===== src/hw/rtl/ring_led_additive_renderer_macros.svh =====
// Assertion macros for the ring LED renderer.
// Included by modules that carry concurrent checks; no other dependencies.
`ifndef RING_LED_ADDITIVE_RENDERER_MACROS_SVH
`define RING_LED_ADDITIVE_RENDERER_MACROS_SVH

// same-cycle implication
`define RLAR_ASSERT_IMPL(label, clk, rst_n, ante, cons) \
    label: assert property (@(posedge clk) disable iff (!(rst_n)) (ante) |-> (cons)) \
        else $error("rlar check failed");

// next-cycle implication
`define RLAR_ASSERT_NEXT(label, clk, rst_n, ante, cons) \
    label: assert property (@(posedge clk) disable iff (!(rst_n)) (ante) |=> (cons)) \
        else $error("rlar check failed");

`endif


===== src/hw/rtl/rlar_pkg.sv =====
// Shared types, constants and helpers for the ring LED renderer.
// No dependencies; used by the datapath, the sequencer and the top level.
package rlar_pkg;

    localparam int PIXELS_DEF = 64;
    localparam int CNT_W      = 7;
    localparam int ACC_W      = 16;
    localparam int COL_W      = 13;
    localparam int POS_W      = 16;
    localparam int S_DATA_W   = 120;
    localparam int S_USER_W   = 3;
    localparam int M_DATA_W   = 32;

    typedef enum logic [2:0] {
        CMD_CLEAR = 3'd0,
        CMD_ADD   = 3'd1,
        CMD_FILL  = 3'd2,
        CMD_LOBE  = 3'd3,
        CMD_RING  = 3'd4,
        CMD_READ  = 3'd5
    } t_cmd;

    typedef enum logic [1:0] {
        DIV_STEP = 2'd0,
        DIV_MOD  = 2'd1,
        DIV_T    = 2'd2
    } t_div_sel;

    typedef enum logic [4:0] {
        S_IDLE, S_DECODE, S_MOD, S_STEP, S_PIX, S_TEST, S_TDIV, S_T2, S_K,
        S_WG, S_RD, S_CH0, S_CH1, S_CH2, S_WR, S_NEXT, S_OUT_RD, S_OUT_WAIT
    } t_state;

    typedef struct packed {
        logic       load;
        logic       div_start;
        t_div_sel   div_sel;
        logic       pos_reset;
        logic       step_load;
        logic       pos_adv;
        logic       mod_fix;
        logic       calc_d;
        logic       calc_t2;
        logic       calc_k;
        logic       wg_gain;
        logic       wg_weight;
        logic       rd_issue;
        logic       ch_step;
        logic [1:0] ch_sel;
        logic       wr;
        logic       clear;
        logic       out_load;
    } t_dp_ctrl;

    typedef struct packed {
        t_cmd cmd;
        logic n_zero;
        logic gain_zero;
        logic sigma_zero;
        logic div_busy;
        logic d_ge_sigma;
        logic last_px;
        logic out_free;
    } t_dp_stat;

    function automatic logic [7:0] to_byte(input logic [ACC_W-1:0] v);
        logic [12:0] c;
        logic [20:0] s;
        c = (v > 16'd4096) ? 13'd4096 : v[12:0];
        s = {c, 8'b0} - 21'(c) + 21'd2048;
        return s[19:12];
    endfunction

endpackage


===== src/hw/rtl/rlar_ctrl.sv =====
// Command sequencer of the renderer: walks each command through the datapath.
// Depends on rlar_pkg and the assertion macro header.
`include "ring_led_additive_renderer_macros.svh"

module rlar_ctrl (
    input  logic               i_clk,
    input  logic               i_rst_n,
    input  logic               i_s_tvalid,
    output logic               o_s_tready,
    input  rlar_pkg::t_dp_stat i_stat,
    output rlar_pkg::t_dp_ctrl o_ctrl
);

    rlar_pkg::t_state r_state;
    rlar_pkg::t_state n_state;
    logic             w_fire;

    assign o_s_tready = (r_state == rlar_pkg::S_IDLE);
    assign w_fire     = i_s_tvalid && o_s_tready;

    always_ff @(posedge i_clk) begin
        if (!i_rst_n) begin
            r_state <= rlar_pkg::S_IDLE;
        end else begin
            r_state <= n_state;
        end
    end

    always_comb begin
        o_ctrl  = '0;
        n_state = r_state;
        case (r_state)
            rlar_pkg::S_IDLE: begin
                if (w_fire) begin
                    o_ctrl.load = 1'b1;
                    n_state     = rlar_pkg::S_DECODE;
                end
            end
            rlar_pkg::S_DECODE: begin
                n_state = rlar_pkg::S_IDLE;
                if (!i_stat.n_zero) begin
                    case (i_stat.cmd)
                        rlar_pkg::CMD_CLEAR: begin
                            o_ctrl.clear = 1'b1;
                        end
                        rlar_pkg::CMD_ADD: begin
                            if (!i_stat.gain_zero) begin
                                o_ctrl.div_start = 1'b1;
                                o_ctrl.div_sel   = rlar_pkg::DIV_MOD;
                                n_state          = rlar_pkg::S_MOD;
                            end
                        end
                        rlar_pkg::CMD_FILL: begin
                            if (!i_stat.gain_zero) begin
                                o_ctrl.pos_reset = 1'b1;
                                o_ctrl.wg_gain   = 1'b1;
                                n_state          = rlar_pkg::S_RD;
                            end
                        end
                        rlar_pkg::CMD_LOBE, rlar_pkg::CMD_RING: begin
                            if (!i_stat.gain_zero && !i_stat.sigma_zero) begin
                                o_ctrl.div_start = 1'b1;
                                o_ctrl.div_sel   = rlar_pkg::DIV_STEP;
                                o_ctrl.pos_reset = 1'b1;
                                n_state          = rlar_pkg::S_STEP;
                            end
                        end
                        rlar_pkg::CMD_READ: begin
                            o_ctrl.pos_reset = 1'b1;
                            n_state          = rlar_pkg::S_OUT_RD;
                        end
                        default: begin
                            n_state = rlar_pkg::S_IDLE;
                        end
                    endcase
                end
            end
            rlar_pkg::S_MOD: begin
                if (!i_stat.div_busy) begin
                    o_ctrl.mod_fix = 1'b1;
                    o_ctrl.wg_gain = 1'b1;
                    n_state        = rlar_pkg::S_RD;
                end
            end
            rlar_pkg::S_STEP: begin
                if (!i_stat.div_busy) begin
                    o_ctrl.step_load = 1'b1;
                    n_state          = rlar_pkg::S_PIX;
                end
            end
            rlar_pkg::S_PIX: begin
                o_ctrl.calc_d = 1'b1;
                n_state       = rlar_pkg::S_TEST;
            end
            rlar_pkg::S_TEST: begin
                if (i_stat.d_ge_sigma) begin
                    n_state = rlar_pkg::S_NEXT;
                end else begin
                    o_ctrl.div_start = 1'b1;
                    o_ctrl.div_sel   = rlar_pkg::DIV_T;
                    n_state          = rlar_pkg::S_TDIV;
                end
            end
            rlar_pkg::S_TDIV: begin
                if (!i_stat.div_busy) begin
                    n_state = rlar_pkg::S_T2;
                end
            end
            rlar_pkg::S_T2: begin
                o_ctrl.calc_t2 = 1'b1;
                n_state        = rlar_pkg::S_K;
            end
            rlar_pkg::S_K: begin
                o_ctrl.calc_k = 1'b1;
                n_state       = rlar_pkg::S_WG;
            end
            rlar_pkg::S_WG: begin
                o_ctrl.wg_weight = 1'b1;
                n_state          = rlar_pkg::S_RD;
            end
            rlar_pkg::S_RD: begin
                o_ctrl.rd_issue = 1'b1;
                n_state         = rlar_pkg::S_CH0;
            end
            rlar_pkg::S_CH0: begin
                o_ctrl.ch_step = 1'b1;
                o_ctrl.ch_sel  = 2'd0;
                n_state        = rlar_pkg::S_CH1;
            end
            rlar_pkg::S_CH1: begin
                o_ctrl.ch_step = 1'b1;
                o_ctrl.ch_sel  = 2'd1;
                n_state        = rlar_pkg::S_CH2;
            end
            rlar_pkg::S_CH2: begin
                o_ctrl.ch_step = 1'b1;
                o_ctrl.ch_sel  = 2'd2;
                n_state        = rlar_pkg::S_WR;
            end
            rlar_pkg::S_WR: begin
                o_ctrl.wr = 1'b1;
                n_state   = (i_stat.cmd == rlar_pkg::CMD_ADD) ? rlar_pkg::S_IDLE
                                                               : rlar_pkg::S_NEXT;
            end
            rlar_pkg::S_NEXT: begin
                if (i_stat.last_px) begin
                    n_state = rlar_pkg::S_IDLE;
                end else begin
                    o_ctrl.pos_adv = 1'b1;
                    n_state = (i_stat.cmd == rlar_pkg::CMD_FILL) ? rlar_pkg::S_RD
                                                                  : rlar_pkg::S_PIX;
                end
            end
            rlar_pkg::S_OUT_RD: begin
                o_ctrl.rd_issue = 1'b1;
                n_state         = rlar_pkg::S_OUT_WAIT;
            end
            rlar_pkg::S_OUT_WAIT: begin
                if (i_stat.out_free) begin
                    o_ctrl.out_load = 1'b1;
                    if (i_stat.last_px) begin
                        n_state = rlar_pkg::S_IDLE;
                    end else begin
                        o_ctrl.pos_adv = 1'b1;
                        n_state        = rlar_pkg::S_OUT_RD;
                    end
                end
            end
            default: begin
                n_state = rlar_pkg::S_IDLE;
            end
        endcase
    end

    `RLAR_ASSERT_NEXT(a_accept_leaves_idle, i_clk, i_rst_n, w_fire, !o_s_tready)
    `RLAR_ASSERT_IMPL(a_div_start_idle, i_clk, i_rst_n, o_ctrl.div_start, !i_stat.div_busy)
    `RLAR_ASSERT_IMPL(a_out_load_free, i_clk, i_rst_n, o_ctrl.out_load, i_stat.out_free)
    `RLAR_ASSERT_NEXT(a_single_write, i_clk, i_rst_n, o_ctrl.wr, !o_ctrl.wr)

endmodule


===== config.mk =====
export PLATFORM = sky130hd
export DESIGN_NAME = rlar_ctrl
export DESIGN_NICKNAME = d
export VERILOG_FILES = /design/src/hw/rtl/rlar_pkg.sv /design/src/hw/rtl/rlar_ctrl.sv
export VERILOG_INCLUDE_DIRS = /design/src /design/src/hw/rtl
export SDC_FILE = /design/constraint.sdc
export NUM_CORES = 1
export LEC_CHECK = 0
export BUFFER_PORTS_ARGS = -buffer_cell sky130_fd_sc_hd__buf_4
export CAP_MARGIN = 30
export CORE_UTILIZATION = 35
export DETAILED_ROUTE_END_ITERATION = 8
export SLEW_MARGIN = 20
export SYNTH_ARGS = -nofsm -noshare
export SYNTH_HDL_FRONTEND = slang
export SYNTH_SLANG_ARGS = --single-unit

===== constraint.sdc =====
create_clock -name i_clk -period 4.75 [get_ports i_clk]
set_input_delay 0.475 -clock i_clk [delete_from_list [all_inputs] [get_ports i_clk]]
set_output_delay 0.475 -clock i_clk [all_outputs]
set_load 0.03 [all_outputs]

==> flow_summary.rst, run 1 <==
.. list-table::
   :header-rows: 1

   * - Metric
     - Value
   * - Result of the run
     - finished, final reports clean
   * - Clock Pin Slew Worst Setup and Hold Paths
     - 40 ps
   * - Combinational family with the most area after synthesis
     - simple AND/OR/NAND/NOR gates
   * - Power dissipated by switching net loads
     - 80.65 uW
   * - Final TNS setup
     - 0 ps
   * - Sequential cell area
     - 100.1 um2
   * - Antenna violations before repair
     - 0
   * - Most frequently used cell type in the post-synthesis netlist
     - sky130_fd_sc_hd__nor2_1
   * - Critical path launch point
     - r_state[0]
   * - Fraction of power consumed by sequential logic
     - 0.288
   * - Critical Path End Type
     - primary output
   * - Signal arrival time at the worst endpoint
     - 2300 ps
   * - Die width
     - 48.58 um
   * - Timing-limited maximum frequency
     - 360.6 MHz
   * - XOR/XNOR share of the synthesized area
     - 0
   * - Maximum ir drop on the vdd rail
     - 0.1586 mV
   * - Average size of a mapped cell
     - 5.933 um2
   * - GRT Residual Overflow
     - 0
   * - Clock Sink Count
     - 5
   * - Biggest area consumer among synthesized cells
     - sky130_fd_sc_hd__dfxtp_1
   * - Flip-flop count of the largest register, all copies and words added
     - 5
   * - Number of buffers inserted by hold repair at cts
     - 0
   * - GRT Total Usage
     - 0.2080
   * - Depth of the CTS H-tree
     - 1
   * - Die H
     - 48.58 um
   * - Number of antenna diodes
     - 0
   * - Cell row count
     - 16
   * - Class of the most critical hold timing path
     - in2reg
   * - Initial core utilization
     - 0.3794
   * - Number of distinct library cell variants in the gate-level netlist after synthesis
     - 38
   * - Cell area after technology mapping
     - 759.5 um2
   * - Final RePlAce weighted congestion
     - 0.8551
   * - Core Area
     - 2002 um2
   * - Final min period
     - 2773 ps
   * - Portion of the clock cycle consumed by the worst path in the final layout
     - 0.5838
   * - Delay of the slowest cell on the worst path
     - 590 ps
   * - Top-level I/O count
     - 34
   * - Nature of the critical path startpoint
     - flop
   * - Aggregate routed wire length
     - 2369 um
   * - Synth cell count leaders
     - sky130_fd_sc_hd__nor2_1 (21), sky130_fd_sc_hd__a21oi_1 (11), sky130_fd_sc_hd__nand2_1 (10), sky130_fd_sc_hd__nor3_1 (9), sky130_fd_sc_hd__o21ai_0 (9)
   * - Total half-perimeter wirelength after legalization and detailed placement
     - 1809 um
   * - Clock power frac
     - 0.254
   * - Layout cell share with drive strength beyond 1
     - 0.2645
   * - Int Pwr
     - 115.7 uW
   * - Sequential area share after synthesis
     - 0.1318
   * - Wire length per cell after detailed routing
     - 13.02 um
   * - Vias in the first global route
     - 878
   * - Final std cell area, no fill
     - 1021 um2
   * - Crit Path Category
     - reg2out
   * - Skew-Pair Late Insertion Delay
     - 250 ps
   * - Setup slack at placement
     - 2249 ps
   * - Least-Margin Pin Slew
     - 610.8 ps
   * - Synth top area share
     - 0.1318
   * - Area delta synth->final
     - 34.43%
   * - Root buffer cell
     - sky130_fd_sc_hd__clkbuf_4
   * - Warning count from the yosys run
     - 0
   * - Placed inst area
     - 994.7 um2
   * - Syn nets
     - 141
   * - Slowest CP cell
     - sky130_fd_sc_hd__dfxtp_1
   * - Total leakage power
     - 0.0004606 uW
   * - Postcts setup bufs
     - 0
   * - Normalized max-slew margin
     - 0.5922
   * - Max Transition Viols Final
     - 0
   * - Post-Route Hold Slack
     - 492.4 ps
   * - Share of the synthesized area in compound gates (AO/OA/AOI/OAI)
     - 0.2834
   * - Number of synthesized register bits
     - 5
   * - Vias per inst
     - 5.571
   * - Worst Min Path Start
     - i_rst_n
   * - Share of total power in combinational logic
     - 0.458
   * - Length of the first detailed-routing pass in iterations
     - 6
   * - List of cells traversed by the critical path
     - or3b_4, or3_4, or2_1, nor3_1, buf_4
   * - Count of flip-flops with a built-in enable after synthesis
     - 0
   * - Count of max-cap constraint violations
     - 0
   * - Detailed-route via count
     - 1014
   * - Clock tree from TritonCTS
     - done
   * - Ys flop type
     - sky130_fd_sc_hd__dfxtp_1
   * - RR Startpoint
     - r_state[0]
   * - End-of-flow core utilization
     - 0.5100
   * - PwrDens
     - 192.3 nW/um2
   * - Sw Share
     - 0.4108
   * - Unrepaired setup endpoints after global routing
     - false
   * - Total clock buffers created by CTS
     - 3
   * - Crit-path max FO
     - 16
   * - PostCTS Resize Cnt
     - 0
   * - Wire length of the first global-routing pass
     - 3926 um
   * - Post-route DRC
     - 0
   * - Simple-gate portion of the synthesized area
     - 0.4613
   * - Required time of the worst setup path
     - 4280 ps
   * - Largest regs
     - r_state: 5 flops
   * - Quantity of I/O buffers inserted on ports
     - 33
   * - Maximum number of buffers from clock root to sink
     - 2
   * - Detailed router's first-iteration violation count
     - 40
   * - Post-route worst setup slack
     - 1977 ps
   * - Top area cells in the synthesized netlist
     - sky130_fd_sc_hd__dfxtp_1 (13%), sky130_fd_sc_hd__nor2_1 (10%), sky130_fd_sc_hd__a21oi_1 (7.2%), sky130_fd_sc_hd__nor3_1 (5.9%), sky130_fd_sc_hd__o21ai_0 (5.9%)
   * - Fraction of synthesis flops using an asynchronous set or reset pin
     - 0
   * - Post-layout net count
     - 169
   * - Largest net degree at the start of global routing
     - 22
   * - Final Hold Viols
     - 0
   * - Die ar.
     - 2360 um2
   * - Gate count of the mapped netlist
     - 128
   * - Number of filler cells placed in the layout
     - 226
   * - Multi-input combinational cell area
     - 586.8 um2
   * - Final ANT Viol Nets
     - 0
   * - Arithmetic-cell share of the synthesized area counting full adders, half adders and majority gates
     - 0
   * - Multiplexer share of the synthesized area
     - 0.02801
   * - Clock Skews
     - 4.470 ps
   * - Final setup fails
     - 0
   * - Largest register by flop count
     - r_state
final timing paths:
check	slack [ps]	to	cells past startpoint
worst min-delay path	490	r_state[1]	2
worst min register to register	800	r_state[1]	2
worst max register to register	2410	r_state[0]	5
worst max-delay path	1980	o_ctrl[16]	5
critical path: cells and delay by family (launching register included):
kind                   cells  cell delay (ps)
AND/OR/NAND/NOR            4             1280
flip-flops                 1              590
buffers and inverters      1              190
metrics by stage:
step / total power [uW] / cells
6_report: 196.3 / 182
4_1_cts: 198.1 / 182
3_5_place_dp: 146.4 / 178
2_1_floorplan: 117.6 / 128
5_1_grt: 213.1 / 182
3_3_place_gp: 145.7 / 178
cell families (layout without fill, tap and decap cells):
family                 after synthesis  count (layout)
AND/OR/NAND/NOR                     69              69
AO/OA/AOI/OAI                       35              35
buffers and inverters               17              44
flip-flops                           5               5
multiplexers                         2               2
power groups by stage:
stage | Clock [uW] | Combinational (uW) | Sequential, uW
after floorplan | 0 | 69.2 | 48.4
after global placement | 0 | 88.9 | 56.7
after detailed placement | 0 | 89.3 | 57.1
after CTS | 52.0 | 89.7 | 56.3
after global routing | 55.2 | 100 | 57.9
final | 49.8 | 89.9 | 56.6
final cells by class:
cell class	count	area share
multi-input combinational	106	0.5748
timing repair buffer	33	0.2426
sequential	5	0.09804
tap	27	0.03309
clock buffer	4	0.02574
inverter	7	0.02574
placed cells by master, fill, tap and decap left out, types with 2 or more instances in the layout:
| cell type | count |
|---|---|
| sky130_fd_sc_hd__nand2b_1 | 4 |
| sky130_fd_sc_hd__a21oi_1 | 11 |
| sky130_fd_sc_hd__nand3_1 | 4 |
| sky130_fd_sc_hd__and3_1 | 4 |
| sky130_fd_sc_hd__nor4_1 | 2 |
| sky130_fd_sc_hd__or3_1 | 4 |
| sky130_fd_sc_hd__nand2_1 | 10 |
| sky130_fd_sc_hd__nor2b_1 | 2 |
| sky130_fd_sc_hd__a31oi_1 | 3 |
| sky130_fd_sc_hd__o22ai_1 | 3 |
| sky130_fd_sc_hd__inv_1 | 7 |
| sky130_fd_sc_hd__nor2_1 | 21 |
| sky130_fd_sc_hd__nor3_1 | 9 |
| sky130_fd_sc_hd__o21ai_0 | 9 |
| sky130_fd_sc_hd__dfxtp_1 | 5 |
| sky130_fd_sc_hd__clkbuf_4 | 3 |
| sky130_fd_sc_hd__nand4_1 | 2 |
| sky130_fd_sc_hd__buf_4 | 33 |
layer usage:
layer | vias up | routed length, um | global-route usage
met5 | - | 0 | 0
met4 | 0 | 10 | 0.02941
met3 | 2 | 175 | 0.04403
met2 | 40 | 1160 | 0.3545
met1 | 460 | 1022 | 0.2741
li1 | 512 | - | -
Power figures use the tool's default switching activity.
==> run 2, diff against run 1 <==
clock period = 2.45 ns   (was 4.75 ns; I/O delays follow)
==> run 2 against run 1 <==
Effect of this change: clock power rose by 94%; global-route usage increased by 0.26 points; critical path depth did not move; final area increased by 2.5%; hold slack worse by 230 ps; highest routed layer is now met3.
==> flow_summary.rst, run 2 (same netlist as run 1, synthesis figures left out) <==
.. list-table::
   :header-rows: 1

   * - Metric
     - Value
   * - Delay of the slowest cell on the worst path
     - 400 ps (-190 ps)
   * - Root buffer cell
     - sky130_fd_sc_hd__clkbuf_4
   * - Fraction of power consumed by sequential logic
     - 0.238 (-0.050)
   * - Total clock buffers created by CTS
     - 3 (unchanged)
   * - R2r setup slk
     - 400 ps (-2010 ps)
   * - Total power after layout
     - 390.1 uW (+99%)
   * - List of cells traversed by the critical path
     - or2_2, or3_4, or2_1, nor3_1, buf_4
   * - Die ar.
     - 2360 um2 (unchanged)
   * - PostCTS Resize Cnt
     - 0 (unchanged)
   * - CP Buf/Inv Count
     - 1 (unchanged)
   * - Clock Sink Count
     - 5 (unchanged)
   * - Gate family responsible for the most delay along the worst path
     - simple AND/OR/NAND/NOR gates
   * - Critical Path End Type
     - primary output
   * - Cell row count
     - 16 (unchanged)
   * - Count of max-cap constraint violations
     - 0 (unchanged)
   * - Final setup fails
     - 0 (unchanged)
   * - Timing-limited maximum frequency
     - 435.3 MHz
   * - Wire length of the first global-routing pass
     - 3988 um (+1.6%)
   * - Max Transition Viols Final
     - 0 (unchanged)
   * - Portion of the clock cycle consumed by the worst path in the final layout
     - 0.9377
   * - Int Pwr
     - 230.7 uW (+99%)
   * - Post-layout net count
     - 172 (+1.8%)
   * - Largest net degree at the start of global routing
     - 21 (-4.5%)
   * - Crit Path Category
     - reg2out
   * - Worst Min Path Start
     - i_rst_n
   * - Clock Skews
     - 1.061 ps (-3.409 ps)
   * - Final min period
     - 2297 ps
   * - Core Area
     - 2002 um2 (unchanged)
   * - GRT Total Usage
     - 0.2107 (+0.002633)
   * - Number of buffers inserted by hold repair at cts
     - 0 (unchanged)
   * - Clock power frac
     - 0.247 (-0.007)
   * - Final RePlAce weighted congestion
     - 0.8384 (-2.0%)
   * - Post-route worst setup slack
     - 152.7 ps (-1824 ps)
   * - Skew-Pair Late Insertion Delay
     - 240 ps (about the same)
   * - Class of the most critical hold timing path
     - in2reg
   * - Clock Pin Slew Worst Setup and Hold Paths
     - 40 ps (about the same)
   * - Sequential cell area
     - 102.6 um2 (+2.5%)
   * - End-of-flow core utilization
     - 0.5225 (+0.01250)
   * - Length of the first detailed-routing pass in iterations
     - 4 (-2)
   * - Dpl cells
     - 181 (+1.7%)
   * - Maximum ir drop on the vdd rail
     - 0.3781 mV (+140%)
   * - Die H
     - 48.58 um (unchanged)
   * - Most common library cell in the layout ignoring fill and taps
     - sky130_fd_sc_hd__buf_4
   * - Worst hold endpoint
     - r_state[1]
   * - Required time of the worst setup path
     - 2200 ps (-2080 ps)
   * - Vias per inst
     - 5.486 (-1.5%)
   * - Total leakage power
     - 0.0004775 uW (+3.7%)
   * - Flip-flop count of the largest register, all copies and words added
     - 5 (unchanged)
   * - Layout cell share with drive strength beyond 1
     - 0.2911 (+0.02662)
   * - GRT Residual Overflow
     - 0 (unchanged)
   * - Final ANT Viol Nets
     - 0 (unchanged)
   * - Initial core utilization
     - 0.3794 (unchanged)
   * - Depth of the CTS H-tree
     - 1 (unchanged)
   * - Die width
     - 48.58 um (unchanged)
   * - Share of total power in combinational logic
     - 0.515 (+0.057)
   * - Normalized max-slew margin
     - 0.7780 (+0.1858)
   * - Sw Share
     - 0.4086 (-0.002169)
   * - Multi-input combinational cell area
     - 586.8 um2 (unchanged)
   * - Maximum number of buffers from clock root to sink
     - 2 (unchanged)
   * - Final std cells w/o fill
     - 185 (+1.6%)
   * - Aggregate routed wire length
     - 2401 um (+1.4%)
   * - Postcts setup bufs
     - 0 (unchanged)
   * - Final Hold Viols
     - 0 (unchanged)
   * - Number of antenna diodes
     - 0 (unchanged)
   * - Setup slack at placement
     - 364.1 ps (-1885 ps)
   * - Total half-perimeter wirelength after legalization and detailed placement
     - 1862 um (+3.0%)
   * - Commonest non-fill, non-tap cells in the layout
     - sky130_fd_sc_hd__buf_4 (36), sky130_fd_sc_hd__nor2_1 (21), sky130_fd_sc_hd__a21oi_1 (11), sky130_fd_sc_hd__nand2_1 (10)
   * - Unrepaired setup endpoints after global routing
     - false
   * - Final TNS setup
     - 0 ps (unchanged)
   * - Nature of the critical path startpoint
     - flop
   * - Destination of the worst register-to-register timing path
     - r_state[0]
   * - Number of filler cells placed in the layout
     - 243 (+7.5%)
   * - Signal arrival time at the worst endpoint
     - 2050 ps (-250 ps)
   * - Number of cells traversed by the worst hold path
     - 2 (unchanged)
   * - Quantity of I/O buffers inserted on ports
     - 33 (unchanged)
   * - Crit-path max FO
     - 12 (-4)
   * - Result of the run
     - finished, final reports clean
   * - PwrDens
     - 372.9 nW/um2 (+94%)
   * - Post-route DRC
     - 0 (unchanged)
   * - Largest regs
     - r_state: 5 flops
   * - Slowest CP cell
     - sky130_fd_sc_hd__or3_4
   * - Antenna violations before repair
     - 0 (unchanged)
   * - Largest register by flop count
     - r_state
   * - Number of cells traversed by the worst register-to-register path
     - 5 (unchanged)
   * - Detailed router's first-iteration violation count
     - 39 (-2.5%)
   * - Top-level I/O count
     - 34 (unchanged)
   * - Clock tree from TritonCTS
     - done
   * - Area delta synth->final
     - 37.73%
   * - Least-Margin Pin Slew
     - 324.6 ps (-286.3 ps)
   * - Vias in the first global route
     - 866 (-1.4%)
   * - Detailed-route via count
     - 1015 (+0.099%)
   * - Power dissipated by switching net loads
     - 159.4 uW (+98%)
   * - Wire length per cell after detailed routing
     - 12.98 um (-0.29%)
   * - RR Startpoint
     - r_state[3]
run 2: cell types whose count changed in the layout (fill, tap and decap cells not counted):
cell                      delta
sky130_fd_sc_hd__dfxtp_1     -2
sky130_fd_sc_hd__dfxtp_2     +2
sky130_fd_sc_hd__buf_4       +3
run 2: power groups by stage:
stage	sequential, uW	combinational (uW)	clock (uW)
floorplan	93.8	134	0
global placement	93.6	200	0
detailed placement	94.0	199	0
CTS	92.6	200	99.7
global route	93.3	220	111
finish	92.8	201	96.5
run 2: how the worst max path moves through the flow:
stage	cells past startpoint	slack (ps)	to	startpoint
after floorplan	6	40	o_ctrl[16]	r_state[1]
after global placement	5	410	o_ctrl[16]	r_state[3]
after detailed placement	5	360	r_state[0]	r_state[3]
after CTS	5	110	o_ctrl[16]	r_state[3]
after global routing	5	20	o_ctrl[16]	r_state[3]
final	5	150	o_ctrl[16]	r_state[3]
run 2: per-layer routing:
layer	vias to the layer above	track usage	share of wire
met2	48	0.3498	0.48
met3	0	0.05346	0.078
met1	447	0.2854	0.45
met5	-	0	0
li1	520	-	-
met4	0	0.01471	0
run 2: stage by stage:
| stage | cell area (um2) | hold WS (ps) |
|---|---|---|
| finish | 1046 | 262.0 |
| global placement | 1017 | 502.8 |
| CTS | 1044 | 254.0 |
| detailed placement | 1017 | 504.2 |
| global route | 1046 | 247.9 |
| floorplan | 759.5 | 372.9 |
run 2: worst register-to-register path: stages, from the launching register on:
cell and delay [ps]:
sky130_fd_sc_hd__dfxtp_2 370, sky130_fd_sc_hd__or2_2 370, sky130_fd_sc_hd__or3_4 400, sky130_fd_sc_hd__or2_1 290
sky130_fd_sc_hd__or3_1 370, sky130_fd_sc_hd__a31oi_1 170
run 2: area by class of cell:
| class | count | share of cell area |
|---|---|---|
| Clock buffer | 4 | 0.02512 |
| Sequential cell | 5 | 0.09809 |
| Timing Repair Buffer | 36 | 0.2584 |
| Tap cell | 27 | 0.03230 |
| Inverter | 7 | 0.02512 |
| Multi-Input combinational cell | 106 | 0.5610 |
==> run 3, diff against run 2 <==
ABC_AREA = 1   (was not set)
CORE_MARGIN = 8   (was not set)
PLACE_DENSITY_LB_ADDON = 0.12   (was not set)
==> run 3 against run 2 <==
Effect of this change: die area increased by 62%; clock skew barely moved; final area stayed put; critical path depth increased by 1.
==> flow_summary.rst, run 3 <==
.. list-table::
   :header-rows: 1

   * - Metric
     - Value
   * - Crit-path max FO
     - 5 (-7)
   * - Largest register by flop count
     - r_state
   * - Fraction of synthesis flops using an asynchronous set or reset pin
     - 0 (unchanged)
   * - Final ANT Viol Nets
     - 0 (unchanged)
   * - Post-route DRC
     - 0 (unchanged)
   * - Top area cells in the synthesized netlist
     - sky130_fd_sc_hd__nand2_1 (17%), sky130_fd_sc_hd__inv_1 (15%), sky130_fd_sc_hd__dfxtp_1 (14%), sky130_fd_sc_hd__nand3_1 (14%), sky130_fd_sc_hd__nor2_1 (12%)
   * - Average size of a mapped cell
     - 5.126 um2 (-14%)
   * - Gate count of the mapped netlist
     - 144 (+13%)
   * - Quantity of I/O buffers inserted on ports
     - 33 (unchanged)
   * - Count of max-cap constraint violations
     - 0 (unchanged)
   * - Die width
     - 61.93 um (+27%)
   * - Skew-Pair Late Insertion Delay
     - 240 ps (about the same)
   * - Number of filler cells placed in the layout
     - 222 (-8.6%)
   * - Biggest area consumer among synthesized cells
     - sky130_fd_sc_hd__nand2_1
   * - Nature of the critical path startpoint
     - flop
   * - Result of the run
     - finished, final reports clean
   * - Class of the most critical hold timing path
     - in2reg
   * - Largest net degree at the start of global routing
     - 8 (-62%)
   * - Cell row count
     - 16 (unchanged)
   * - Cell area after technology mapping
     - 738.2 um2 (-2.8%)
   * - Depth of the CTS H-tree
     - 1 (unchanged)
   * - Core Area
     - 1982 um2 (-1.0%)
   * - Worst Min Path Start
     - i_rst_n
   * - Unrepaired setup endpoints after global routing
     - false
   * - Signal arrival time at the worst endpoint
     - 1600 ps (-450 ps)
   * - Portion of the clock cycle consumed by the worst path in the final layout
     - 0.7546 (-0.1830)
   * - Top-level I/O count
     - 34 (unchanged)
   * - Total half-perimeter wirelength after legalization and detailed placement
     - 2038 um (+9.4%)
   * - Vias per inst
     - 4.952 (-9.7%)
   * - Aggregate routed wire length
     - 2373 um (-1.2%)
   * - Final min period
     - 1849 ps (-448.4 ps)
   * - Dpl cells
     - 204 (+13%)
   * - Initial core utilization
     - 0.3725 (-0.006900)
   * - Synth cell count leaders
     - sky130_fd_sc_hd__nand2_1 (33), sky130_fd_sc_hd__inv_1 (29), sky130_fd_sc_hd__nor2_1 (23), sky130_fd_sc_hd__nand3_1 (20)
   * - Clock Pin Slew Worst Setup and Hold Paths
     - 40 ps (about the same)
   * - Area delta synth->final
     - 41.69%
   * - Required time of the worst setup path
     - 2200 ps (about the same)
   * - Syn nets
     - 157 (+11%)
   * - Commonest non-fill, non-tap cells in the layout
     - sky130_fd_sc_hd__nand2_1 (33), sky130_fd_sc_hd__buf_4 (33), sky130_fd_sc_hd__inv_1 (29), sky130_fd_sc_hd__nor2_1 (23), sky130_fd_sc_hd__nand3_1 (20)
   * - Wire length of the first global-routing pass
     - 3974 um (-0.35%)
   * - Number of cells traversed by the worst hold path
     - 3 (+1)
   * - Max Transition Viols Final
     - 0 (unchanged)
   * - Antenna violations before repair
     - 0 (unchanged)
   * - Number of cells traversed by the worst register-to-register path
     - 8 (+3)
   * - R2r setup slk
     - 1000 ps (+600 ps)
   * - Final TNS setup
     - 0 ps (unchanged)
   * - PostCTS Resize Cnt
     - 0 (unchanged)
   * - Vias in the first global route
     - 971 (+12%)
   * - Die ar.
     - 3835 um2 (+62%)
   * - Final setup fails
     - 0 (unchanged)
   * - GRT Residual Overflow
     - 0 (unchanged)
   * - Timing-limited maximum frequency
     - 540.9 MHz (+24%)
   * - Number of antenna diodes
     - 0 (unchanged)
   * - Clock Skews
     - 1.108 ps (+0.04730 ps)
   * - Number of buffers inserted by hold repair at cts
     - 0 (unchanged)
   * - Number of synthesized register bits
     - 5 (unchanged)
   * - Delay of the slowest cell on the worst path
     - 410 ps (about the same)
   * - Synth top area share
     - 0.1678 (+0.03600)
   * - RR Startpoint
     - r_state[2]
   * - PwrDens
     - 298.6 nW/um2 (-20%)
   * - Total leakage power
     - 0.0006159 uW (+29%)
   * - GRT Total Usage
     - 0.1342 (-0.07647)
   * - Number of distinct library cell variants in the gate-level netlist after synthesis
     - 22 (-42%)
   * - Final Hold Viols
     - 0 (unchanged)
   * - Wire length per cell after detailed routing
     - 11.41 um (-12%)
   * - Count of flip-flops with a built-in enable after synthesis
     - 0 (unchanged)
   * - Clock Sink Count
     - 5 (unchanged)
   * - Detailed router's first-iteration violation count
     - 30 (-23%)
   * - Layout cell share with drive strength beyond 1
     - 0.2652 (-0.02595)
   * - Post-layout net count
     - 195 (+13%)
   * - Root buffer cell
     - sky130_fd_sc_hd__clkbuf_4
   * - Least-Margin Pin Slew
     - 266.3 ps (-58.31 ps)
   * - Length of the first detailed-routing pass in iterations
     - 4 (unchanged)
   * - Clock tree from TritonCTS
     - done
   * - Final RePlAce weighted congestion
     - 0.8506 (+1.5%)
   * - Total power after layout
     - 312.4 uW (-20%)
   * - Most frequently used cell type in the post-synthesis netlist
     - sky130_fd_sc_hd__nand2_1
   * - Maximum number of buffers from clock root to sink
     - 2 (unchanged)
   * - Detailed-route via count
     - 1030 (+1.5%)
   * - Crit Path Category
     - reg2out
   * - Normalized max-slew margin
     - 0.8222 (+0.04422)
   * - Postcts setup bufs
     - 0 (unchanged)
   * - Final std cells w/o fill
     - 208 (+12%)
   * - Warning count from the yosys run
     - 0 (unchanged)
   * - List of cells traversed by the critical path
     - inv_1, nor2_1, nand2_1, nor3_1, a31o_2, buf_4
   * - Largest regs
     - r_state: 5 flops
   * - Destination of the worst register-to-register timing path
     - r_state[2]
   * - Slowest CP cell
     - sky130_fd_sc_hd__dfxtp_1
   * - End-of-flow core utilization
     - 0.5278 (+0.005278)
   * - Total clock buffers created by CTS
     - 3 (unchanged)
   * - Sequential area share after synthesis
     - 0.1356 (+0.003798)
   * - Worst hold endpoint
     - r_state[3]
   * - Maximum ir drop on the vdd rail
     - 0.3919 mV (+3.6%)
   * - Ys flop type
     - sky130_fd_sc_hd__dfxtp_1
   * - Critical Path End Type
     - primary output
   * - Post-Route Hold Slack
     - 294.9 ps (+32.90 ps)
   * - Flip-flop count of the largest register, all copies and words added
     - 5 (unchanged)
   * - Die H
     - 61.93 um (+27%)
## run 3: cell count changes in the layout (fill, tap and decap cells not counted), moves of 5 or more
cell | before | now
sky130_fd_sc_hd__nand2_1 | 10 | 33
sky130_fd_sc_hd__o21ai_0 | 9 | 4
sky130_fd_sc_hd__inv_1 | 7 | 29
sky130_fd_sc_hd__nor3_1 | 9 | 3
sky130_fd_sc_hd__nand3_1 | 4 | 20
sky130_fd_sc_hd__a21oi_1 | 11 | 5
## run 3: final cells by class
cell class,count,area (um2),share of cell area
multi-input combinational,109,525.5,0.5024
clock buffer,4,26.28,0.02512
timing repair buffer,33,247.7,0.2368
sequential,5,100.1,0.09569
inverter,30,112.6,0.1077
tap,27,33.78,0.03230
## run 3: metrics by stage
step           cell area [um2]  worst slack (ps)
6_report                  1046             601.1
5_1_grt                   1046             426.7
4_1_cts                   1046             601.7
3_5_place_dp              1020             866.0
3_3_place_gp              1020             936.7
2_1_floorplan            738.2             463.9
## run 3: worst max-delay path: cells and delay by family, from the launching register on
kind	cells	cell delay, ps
compound gates	1	150
simple gates	3	580
buf+inv	2	230
flops	1	410
## run 3: cells by family (layout without fill, tap and decap cells)
logic type,after synthesis,after routing,share of synthesized area
AOI/OAI and AO/OA,17,17,0.1458
buffers and inverters,30,67,0.1525
DFF,5,5,0.1356
and+or+nand+nor,92,92,0.5661
## run 3: worst max-delay path by stage
| stage | startpoint | end | slack [ps] | depth (start not counted) |
|---|---|---|---|---|
| floorplan | r_state[2] | o_ctrl[18] | 460 | 5 |
| global placement | r_state[2] | o_ctrl[18] | 940 | 6 |
| detailed placement | r_state[2] | o_ctrl[18] | 870 | 6 |
| CTS | r_state[2] | o_ctrl[18] | 600 | 6 |
| global route | r_state[2] | o_ctrl[18] | 430 | 6 |
| finish | r_state[2] | o_ctrl[18] | 600 | 6 |
## run 3: layer usage
layer,wire (um),GRT usage
met1,1048,0.1680
met2,1146,0.2245
met3,178,0.03086
met4,0,0.03247
met5,0,0
## run 3: power breakdown
group	internal, uW	switching, uW	leakage (uW)	total (uW)
logic	45.7	79.3	0.000560	125
registers	85.1	6.53	0.0000406	91.6
clock network	61.6	34.2	0.0000150	95.8
